--- config.mk ---
export PLATFORM = sky130hd
export DESIGN_NAME = load_cell_adc_serial_reader_top
export DESIGN_NICKNAME = d
export VERILOG_FILES = /design/src/hxr_pkg.sv /design/src/hxr_cfg_regs.sv /design/src/hxr_seq.sv /design/src/load_cell_adc_serial_reader_top.sv
export SDC_FILE = /design/constraint.sdc
export NUM_CORES = 1
export LEC_CHECK = 0
export BUFFER_PORTS_ARGS = -buffer_cell sky130_fd_sc_hd__buf_2
export CAP_MARGIN = 20
export CORE_MARGIN = 4
export CORE_UTILIZATION = 40
export CTS_BUF_LIST = sky130_fd_sc_hd__clkbuf_4 sky130_fd_sc_hd__clkbuf_8 sky130_fd_sc_hd__clkbuf_16
export DETAILED_ROUTE_END_ITERATION = 6
export SYNTH_ARGS = -nofsm -noshare
export SYNTH_HDL_FRONTEND = slang
export SYNTH_SLANG_ARGS = --single-unit
--- constraint.sdc ---
create_clock -name clk -period 3.85 [get_ports clk]
set_input_delay 0.1925 -clock clk [delete_from_list [all_inputs] [get_ports clk]]
set_output_delay 0.1925 -clock clk [all_outputs]
set_load 0.005 [all_outputs]
--- src/hxr_pkg.sv ---
// ----------------------------------------------------------------------------
// hxr_pkg: load-cell converter serial reader, shared types
// Request and result payloads, configuration bundle, command and register codes.
// ----------------------------------------------------------------------------
`default_nettype none

package hxr_pkg;

	localparam int SAMPLE_W = 24;
	localparam int CFG_DATA_W = 24;
	localparam int CFG_IDX_W = 2;

	typedef enum logic [1:0] {
		OP_TICK  = 2'd0,
		OP_READ  = 2'd1,
		OP_PDOWN = 2'd2
	} op_t;

	localparam logic [CFG_IDX_W-1:0] REG_GAIN_PULSES = 2'd0;
	localparam logic [CFG_IDX_W-1:0] REG_HALF_PERIOD = 2'd1;
	localparam logic [CFG_IDX_W-1:0] REG_TIMEOUT     = 2'd2;
	localparam logic [CFG_IDX_W-1:0] REG_PDOWN_TICKS = 2'd3;

	localparam logic [1:0]  GAIN_PULSES_RST = 2'd1;
	localparam logic [7:0]  HALF_PERIOD_RST = 8'd1;
	localparam logic [23:0] TIMEOUT_RST     = 24'd0;
	localparam logic [9:0]  PDOWN_TICKS_RST = 10'd64;

	typedef struct packed {
		logic [1:0] op;
		logic       data_in;
		logic       wait_settle;
	} in_item_t;

	typedef struct packed {
		logic                       clock_out;
		logic                       busy_res;
		logic                       sample_valid;
		logic signed [SAMPLE_W-1:0] sample;
		logic                       timed_out;
		logic                       powered_down;
	} out_item_t;

	typedef struct packed {
		logic [1:0]  gain_pulses;
		logic [7:0]  half_period_ticks;
		logic [23:0] timeout_ticks;
		logic [9:0]  power_down_ticks;
	} cfg_t;

endpackage

`default_nettype wire

--- src/hxr_cfg_regs.sv ---
// ----------------------------------------------------------------------------
// hxr_cfg_regs: configuration register file
// Write-only registers for pulse count, half period, timeout and settle time.
// ----------------------------------------------------------------------------
`default_nettype none

module hxr_cfg_regs
	import hxr_pkg::*;
(
	input  wire logic                  clk,
	input  wire logic                  arst_n,
	input  wire logic                  cfg_we,
	input  wire logic [CFG_IDX_W-1:0]  cfg_idx,
	input  wire logic [CFG_DATA_W-1:0] cfg_wdata,
	output cfg_t                       cfg
);

	cfg_t cfg_q;

	always_ff @(posedge clk or negedge arst_n) begin
		if (!arst_n) begin
			cfg_q.gain_pulses       <= GAIN_PULSES_RST;
			cfg_q.half_period_ticks <= HALF_PERIOD_RST;
			cfg_q.timeout_ticks     <= TIMEOUT_RST;
			cfg_q.power_down_ticks  <= PDOWN_TICKS_RST;
		end else if (cfg_we) begin
			case (cfg_idx)
				REG_GAIN_PULSES: cfg_q.gain_pulses       <= cfg_wdata[1:0];
				REG_HALF_PERIOD: cfg_q.half_period_ticks <= cfg_wdata[7:0];
				REG_TIMEOUT:     cfg_q.timeout_ticks     <= cfg_wdata[23:0];
				REG_PDOWN_TICKS: cfg_q.power_down_ticks  <= cfg_wdata[9:0];
				default: ;
			endcase
		end
	end

	assign cfg = cfg_q;

endmodule

`default_nettype wire

--- src/hxr_seq.sv ---
// ----------------------------------------------------------------------------
// hxr_seq: serial clock sequencer
// Phase state, tick timer, bit counter and shift register; one step per tick.
// ----------------------------------------------------------------------------
`default_nettype none

module hxr_seq
	import hxr_pkg::*;
#(
	parameter int DATA_BITS   = 24,
	parameter int TIMER_WIDTH = 24
) (
	input  wire logic     clk,
	input  wire logic     arst_n,
	input  wire logic     step,
	input  wire in_item_t item,
	input  wire cfg_t     cfg,
	output out_item_t     res
);

	localparam int BW = $clog2(DATA_BITS + 4);
	localparam int CW = (TIMER_WIDTH > 24) ? TIMER_WIDTH : 24;
	localparam logic [CW-1:0] TMAX = CW'({TIMER_WIDTH{1'b1}});

	typedef enum logic [5:0] {
		PH_IDLE   = 6'b000001,
		PH_WAIT   = 6'b000010,
		PH_HIGH   = 6'b000100,
		PH_LOW    = 6'b001000,
		PH_PDLOW  = 6'b010000,
		PH_SETTLE = 6'b100000
	} phase_t;

	phase_t                 phase_q, phase_d;
	logic [BW-1:0]          bit_cnt_q, bit_cnt_d;
	logic [TIMER_WIDTH-1:0] tick_q, tick_d, tick_inc;
	logic [DATA_BITS-1:0]   shift_q, shift_d;
	logic                   clk_q, clk_d;
	logic                   settle_q, settle_d;

	logic [CW-1:0]       tick_ext, tmo_lim;
	logic [1:0]          gains;
	logic [BW-1:0]       bit_next;
	logic                valid, tmo;
	logic signed [SAMPLE_W-1:0] ext;

	assign tick_inc = (tick_q == '1) ? tick_q : tick_q + 1'b1;
	assign tick_ext = CW'(tick_inc);
	assign tmo_lim  = (CW'(cfg.timeout_ticks) > TMAX) ? TMAX : CW'(cfg.timeout_ticks);
	assign gains    = (cfg.gain_pulses == 2'd0) ? 2'd1 : cfg.gain_pulses;
	assign bit_next = bit_cnt_q + 1'b1;
	assign ext      = SAMPLE_W'(signed'(shift_d));

	always_comb begin
		phase_d   = phase_q;
		bit_cnt_d = bit_cnt_q;
		tick_d    = tick_q;
		shift_d   = shift_q;
		clk_d     = clk_q;
		settle_d  = settle_q;
		valid     = 1'b0;
		tmo       = 1'b0;
		case (phase_q)
			PH_IDLE: begin
				if (item.op == OP_READ) begin
					clk_d     = 1'b0;
					phase_d   = PH_WAIT;
					tick_d    = '0;
					shift_d   = '0;
					bit_cnt_d = '0;
				end else if (item.op == OP_PDOWN) begin
					clk_d    = 1'b0;
					phase_d  = PH_PDLOW;
					tick_d   = '0;
					settle_d = item.wait_settle;
				end
			end
			PH_WAIT: begin
				if (!item.data_in) begin
					clk_d   = 1'b1;
					phase_d = PH_HIGH;
					tick_d  = '0;
				end else if (cfg.timeout_ticks != '0) begin
					tick_d = tick_inc;
					if (tick_ext >= tmo_lim) begin
						tmo     = 1'b1;
						phase_d = PH_IDLE;
						tick_d  = '0;
					end
				end
			end
			PH_HIGH: begin
				tick_d = tick_inc;
				if (tick_ext >= CW'(cfg.half_period_ticks)) begin
					clk_d   = 1'b0;
					phase_d = PH_LOW;
					tick_d  = '0;
				end
			end
			PH_LOW: begin
				tick_d = tick_inc;
				if (tick_ext >= CW'(cfg.half_period_ticks)) begin
					tick_d = '0;
					// shift data bits only; gain pulses sample nothing
					if (bit_cnt_q < BW'(DATA_BITS))
						shift_d = {shift_q[DATA_BITS-2:0], item.data_in};
					bit_cnt_d = bit_next;
					if (bit_next < BW'(DATA_BITS) + BW'(gains)) begin
						clk_d   = 1'b1;
						phase_d = PH_HIGH;
					end else begin
						valid     = 1'b1;
						phase_d   = PH_IDLE;
						bit_cnt_d = '0;
					end
				end
			end
			PH_PDLOW: begin
				tick_d = tick_inc;
				if (tick_ext >= CW'(cfg.half_period_ticks)) begin
					clk_d  = 1'b1;
					tick_d = '0;
					if (settle_q && cfg.power_down_ticks != '0)
						phase_d = PH_SETTLE;
					else
						phase_d = PH_IDLE;
				end
			end
			PH_SETTLE: begin
				tick_d = tick_inc;
				if (tick_ext >= CW'(cfg.power_down_ticks)) begin
					phase_d = PH_IDLE;
					tick_d  = '0;
				end
			end
			default: phase_d = PH_IDLE;
		endcase
	end

	always_comb begin
		res.clock_out    = clk_d;
		res.busy_res     = (phase_d != PH_IDLE);
		res.sample_valid = valid;
		res.sample       = valid ? ext : '0;
		res.timed_out    = tmo;
		res.powered_down = clk_d && (phase_d == PH_IDLE || phase_d == PH_SETTLE);
	end

	always_ff @(posedge clk or negedge arst_n) begin
		if (!arst_n) begin
			phase_q   <= PH_IDLE;
			bit_cnt_q <= '0;
			tick_q    <= '0;
			shift_q   <= '0;
			clk_q     <= 1'b0;
			settle_q  <= 1'b0;
		end else if (step) begin
			phase_q   <= phase_d;
			bit_cnt_q <= bit_cnt_d;
			tick_q    <= tick_d;
			shift_q   <= shift_d;
			clk_q     <= clk_d;
			settle_q  <= settle_d;
		end
	end

`ifndef SYNTH
	a_bits_only_in_read: assert property (@(posedge clk) disable iff (!arst_n)
		(bit_cnt_q != '0) |-> (phase_q == PH_HIGH || phase_q == PH_LOW))
		else $error("bit counter running outside a read");
	a_clk_high_in_high: assert property (@(posedge clk) disable iff (!arst_n)
		(phase_q == PH_HIGH) |-> clk_q)
		else $error("serial clock low during high half");
	a_clk_low_in_low: assert property (@(posedge clk) disable iff (!arst_n)
		(phase_q == PH_LOW || phase_q == PH_WAIT || phase_q == PH_PDLOW) |-> !clk_q)
		else $error("serial clock high during low half");
`endif

endmodule

`default_nettype wire

--- src/load_cell_adc_serial_reader_top.sv ---
// ----------------------------------------------------------------------------
// load_cell_adc_serial_reader_top: load-cell converter serial reader
// Bit-serial read and power-down master driven by one request per timebase tick.
// ----------------------------------------------------------------------------
// Each request is one timebase tick with a command and the sampled data pin;
// one result leaves for every request, in order. One request is taken every
// clock cycle while in_stall is low; a result passes the input register, then
// the sequencer step into the result register. A stalled result holds the input
// register and stalls the request side only when both are full. The read
// sequence runs 24 data pulses plus 1 to 3 gain pulses at half_period_ticks
// ticks per half; configuration must be written while idle; nothing enforces it.
`default_nettype none

module load_cell_adc_serial_reader_top
	import hxr_pkg::*;
#(
	parameter int DATA_BITS   = 24,
	parameter int TIMER_WIDTH = 24
) (
	input  wire logic                  clk,
	input  wire logic                  arst_n,
	input  wire logic                  in_valid,
	output logic                       in_stall,
	input  wire in_item_t              in_data,
	output logic                       out_valid,
	input  wire logic                  out_stall,
	output out_item_t                  out_data,
	input  wire logic                  cfg_we,
	input  wire logic [CFG_IDX_W-1:0]  cfg_idx,
	input  wire logic [CFG_DATA_W-1:0] cfg_wdata
);

	cfg_t      cfg;
	in_item_t  item_s1;
	logic      valid_s1;
	out_item_t res;
	out_item_t res_s2;
	logic      valid_s2;
	logic      adv;
	logic      take;

	hxr_cfg_regs u_cfg (
		.clk       (clk),
		.arst_n    (arst_n),
		.cfg_we    (cfg_we),
		.cfg_idx   (cfg_idx),
		.cfg_wdata (cfg_wdata),
		.cfg       (cfg)
	);

	hxr_seq #(
		.DATA_BITS   (DATA_BITS),
		.TIMER_WIDTH (TIMER_WIDTH)
	) u_seq (
		.clk    (clk),
		.arst_n (arst_n),
		.step   (adv),
		.item   (item_s1),
		.cfg    (cfg),
		.res    (res)
	);

	// advance the held request when the result register can take it
	assign adv      = valid_s1 && (!valid_s2 || !out_stall);
	assign in_stall = valid_s1 && !adv;
	assign take     = in_valid && !in_stall;

	always_ff @(posedge clk or negedge arst_n) begin
		if (!arst_n) begin
			valid_s1 <= 1'b0;
		end else if (take) begin
			valid_s1 <= 1'b1;
		end else if (adv) begin
			valid_s1 <= 1'b0;
		end
	end

	always_ff @(posedge clk) begin
		if (take)
			item_s1 <= in_data;
	end

	always_ff @(posedge clk or negedge arst_n) begin
		if (!arst_n) begin
			valid_s2 <= 1'b0;
		end else if (adv) begin
			valid_s2 <= 1'b1;
		end else if (!out_stall) begin
			valid_s2 <= 1'b0;
		end
	end

	always_ff @(posedge clk) begin
		if (adv)
			res_s2 <= res;
	end

	assign out_valid = valid_s2;
	assign out_data  = res_s2;

`ifndef SYNTH
	a_stall_only_full: assert property (@(posedge clk) disable iff (!arst_n)
		in_stall |-> (valid_s1 && valid_s2 && out_stall))
		else $error("request stalled with room in the pipeline");
	a_sample_ends_busy: assert property (@(posedge clk) disable iff (!arst_n)
		(out_valid && out_data.sample_valid) |-> (!out_data.busy_res && !out_data.clock_out))
		else $error("sample given while sequence still busy");
	a_sample_zero: assert property (@(posedge clk) disable iff (!arst_n)
		(out_valid && !out_data.sample_valid) |-> (out_data.sample == '0))
		else $error("nonzero sample without sample_valid");
	a_timeout_idle: assert property (@(posedge clk) disable iff (!arst_n)
		(out_valid && out_data.timed_out) |-> (!out_data.busy_res && !out_data.clock_out))
		else $error("timeout left the sequence running");
	a_pdown_clk_high: assert property (@(posedge clk) disable iff (!arst_n)
		(out_valid && out_data.powered_down) |-> out_data.clock_out)
		else $error("powered down with serial clock low");
`endif

endmodule

`default_nettype wire
==> flow_summary.yaml <==
grt:
  antenna_found_initial: 0
  grt_use_total_pct: 20.0
  grt_pass1_vias: 7070
  grt_pass1_wl_um: 38000
  grt_max_degree: 39
  grt_overflow_total: 0
detailed_routing:
  drc: 0
  dr.max_layer_used: "met4"
  dr_wl_met2_um: 11300
  wl_met1_um: 11500
  wl_met3_um: 1210
  drt_iter0_drc: 505
  dr.pass1.iters: 5
  num_vias: 7276
  antenna_left: 0
  vias_per_cell: 5.56
  wl_um: 24200
  avgRoutedWirePerCell_um: 18.5
worst_setup_path:
  crit_slowest_cell: "or4_4"
  crit_path_start: "u_seq.tick_q[1]"
  crit_cells: 19
  r2r_start: "u_seq.tick_q[1]"
  r2r_cells: 19
  worst-path-max-fanout: 6
  reg2reg_slack_ns: -0.05
  cp-start-kind: "flop"
  crit_chain: "ha_4, nand3_4, nor4_4, nand2_2, nand4_1, buf_4, and2_1, or2_4, ha_4, or4_4, a21oi_2, o31a_1, and4b_2, and3_4, a21oi_4, o21ai_4, buf_12, clkbuf_16, a21oi_1"
  end_kind: "flop"
  worstPathArrival_ns: 4.09
  r2r-end: "out_data[4]"
  worstSetupPathType: "flop to flop"
  cp-endpoint: "out_data[4]"
  critical_path.top_delay_family: "simple AND/OR/NAND/NOR gates"
  cp_slowest_stage_delay_ns: 0.50
  path_common_cell: "ha_4"
  worstPathRequired_ns: 4.04
  worstPathBufferInverterCount: 3
floorplan:
  die_x_um: 153
  initial_core_util_pct: 41.2
  rows: 52
  io_pins: 66
  fp.dieArea_um2: 23500
  core_um2: 20500
  fp.dieH_um: 153
hold_path:
  hold_path_class: "input pin to flop"
clock_tree:
  clockRootBuffer: "clkbuf_16"
  htreeDepth: 4
  clkLatencyLatePin_ns: 0.43
  cts_sinks: 140
  cts_tree: "built"
  clk_pin_slew_ns: 0.07
  cts.path.max_buffers: 2
  cts_buffers: 17
power:
  p_leak_nw: 5.06
  power_mw: 4.60
  p_per_area_nw_per_um2: 406
  ir_drop_mv: 0.301
sta:
  finalClockSkew_ns: 0.0130
  finalCritPeriodShare_pct: 101
  whs_ns: 0.0142
  timing.fmax_ghz: 0.256
  slew_headroom_pct: 33.1
  period_minus_slack_ns: 3.90
  worst_slack_ns: -0.0528
  rsz0062_at_grt: "yes"
  tightest_slew_ns: 1.00
  setup_viol: 34
  hold_viol_final: 0
  slew_violations: 0
place:
  dp_cells: 1233
  io_buffers: 65
  gp_congestion: 0.901
  post-place-ws_ns: -0.133
  dp_hpwl_um: 16800
layout:
  final_cells: 1309
  layout.nets: 1104
  final_layout_size_suffix_gt1_share_pct: 37.2
  area_delta_synth_final_pct: 34.1
  diodes: 0
logic_synthesis:
  yosysWarningCount: 0
  yosysSeqAreaShare_pct: 43.5
  syn_area_um2: 8450
  synthCells: 843
  ys_seq_elements: 140
  ys.flop_type: "dfrtp_1"
  async_flop_share_pct: 76.4
  synth_edf_count: 33
  syn_nets: 921
  ys_types: 87
  syn_avg_cell_area_um2: 10.0
outcome:
  status: "finished with violations"
  violations: "setup timing"
run:
  cap_violations: 0
[layout by cell type, fill, tap and decap left out, types with 6 or more instances in the layout]
master and n:
a21oi_1 21, nand3_2 6, buf_12 9, xnor2_1 7, xor2_1 9, nand3_1 34
edfxtp_1 33, nand2b_1 9, nand2_1 82, inv_1 53, dfrtp_1 103, o221ai_1 8
mux2_2 45, or2_2 8, nor2_1 34, buf_2 64, o21ai_0 16, clkbuf_16 22
buf_6 16, a22o_1 33, nor3_1 10, a21oi_2 21, buf_4 95, dlygate4sd3_1 18
nor4_1 13, and2_1 6, a21o_1 9, o211ai_1 12, ha_1 38, a31oi_1 6
o21ai_1 8, nand4_1 19
[state kept, by name, indices dropped and copies added, names as in the netlist, 4 cells and up]
signal,flops
u_cfg.cfg,44
out_data,29
u_seq.shift_q,24
u_seq.tick_q,24
u_seq.phase_q,6
u_seq.bit_cnt_q,5
item_s1,4
[power breakdown]
part           internal, mW  total, mW  switching (mW)
sequential             1.68       1.81           0.134
clock                 0.925       1.67           0.741
combinational         0.517       1.12           0.602
[logic make-up after synthesis]
kind of cell / after synthesis / share of synthesized area [%]
AND/OR/NAND/NOR: 295 / 18.9
AO/OA/AOI/OAI: 195 / 17.3
flip-flops: 140 / 43.5
buffers and inverters: 100 / 5.27
multiplexers: 51 / 6.80
adder cells (fa/ha/maj): 43 / 6.37
XOR/XNOR: 19 / 1.97
[worst register-to-register path: cells and delay by family (launching register included)]
| kind | cells | cell delay, ns |
|---|---|---|
| simple gates | 9 | 1.85 |
| compound gates | 5 | 0.57 |
| buf+inv | 3 | 0.49 |
| flops | 1 | 0.42 |
| fa+ha+maj | 2 | 0.35 |
[Yosys cell counts, types with 6 or more instances]
| cell | number | area share [%] |
|---|---|---|
| a21o_1 | 9 | 0.80 |
| a21oi_1 | 44 | 2.6 |
| a22o_1 | 33 | 3.4 |
| a31oi_1 | 6 | 0.44 |
| and2_1 | 7 | 0.52 |
| and3_1 | 6 | 0.44 |
| and4_1 | 6 | 0.62 |
| buf_2 | 23 | 1.4 |
| clkbuf_1 | 13 | 0.58 |
| dfrtp_1 | 103 | 31 |
| edfxtp_1 | 33 | 12 |
| ha_1 | 43 | 6.4 |
| inv_1 | 54 | 2.4 |
| mux2_2 | 45 | 6.0 |
| nand2_1 | 86 | 3.8 |
| nand2b_1 | 9 | 0.67 |
| nand3_1 | 41 | 2.4 |
| nand4_1 | 19 | 1.4 |
| nor2_1 | 39 | 1.7 |
| nor2b_1 | 6 | 0.44 |
| nor3_1 | 14 | 0.83 |
| nor4_1 | 14 | 1.0 |
| o211ai_1 | 12 | 1.1 |
| o21ai_0 | 22 | 1.3 |
| o221ai_1 | 10 | 1.0 |
| or2_2 | 12 | 0.89 |
| xnor2_1 | 9 | 0.93 |
| xor2_1 | 10 | 1.0 |
[cell type report]
type                       count  area, µm²
sequential                   140       3670
fill                        1791       9170
inverter                      55        206
tap                          270        338
timing repair buffer         208       1710
multi-input combinational    604       4800
clock buffer                  17        425
clock inverter                15        170
[timing repair]
action                                 4_1_cts  5_1_grt
endpoints found under the hold margin       46        0
hold buffers                                18        0
pin swaps                                   16       37
setup endpoints to repair                   20       84
cloned                                       1        8
resized for setup                           24       83
setup buffers                                5       12
[layer usage]
metal | track usage [%] | up-vias
li1 | - | 3493
met1 | 29.2 | 3558
met2 | 30.8 | 205
met3 | 3.28 | 20
met4 | 5.85 | 0
met5 | 0 | -
[how the worst min path moves through the flow]
stage | endpoint | cells after the start | startpoint
3_5_place_dp | u_cfg.cfg[22] | 1 | arst_n
5_1_grt | u_cfg.cfg[18] | 2 | cfg_wdata[8]
2_1_floorplan | out_valid | 0 | arst_n
3_3_place_gp | u_cfg.cfg[22] | 1 | arst_n
6_report | u_cfg.cfg[18] | 2 | cfg_wdata[8]
4_1_cts | u_cfg.cfg[18] | 2 | cfg_wdata[8]
[through the flow]
stage	TNS [ns]	utilization, %	cell area, µm²
CTS	0	52.3	10700
global route	-9.73	55.3	11300
detailed placement	-0.735	47.7	9780
floorplan	-3.58	-	8550
global placement	-0.838	47.7	9780
finish	-0.889	55.3	11300
No activity file was read; power rests on OpenSTA's default activity.
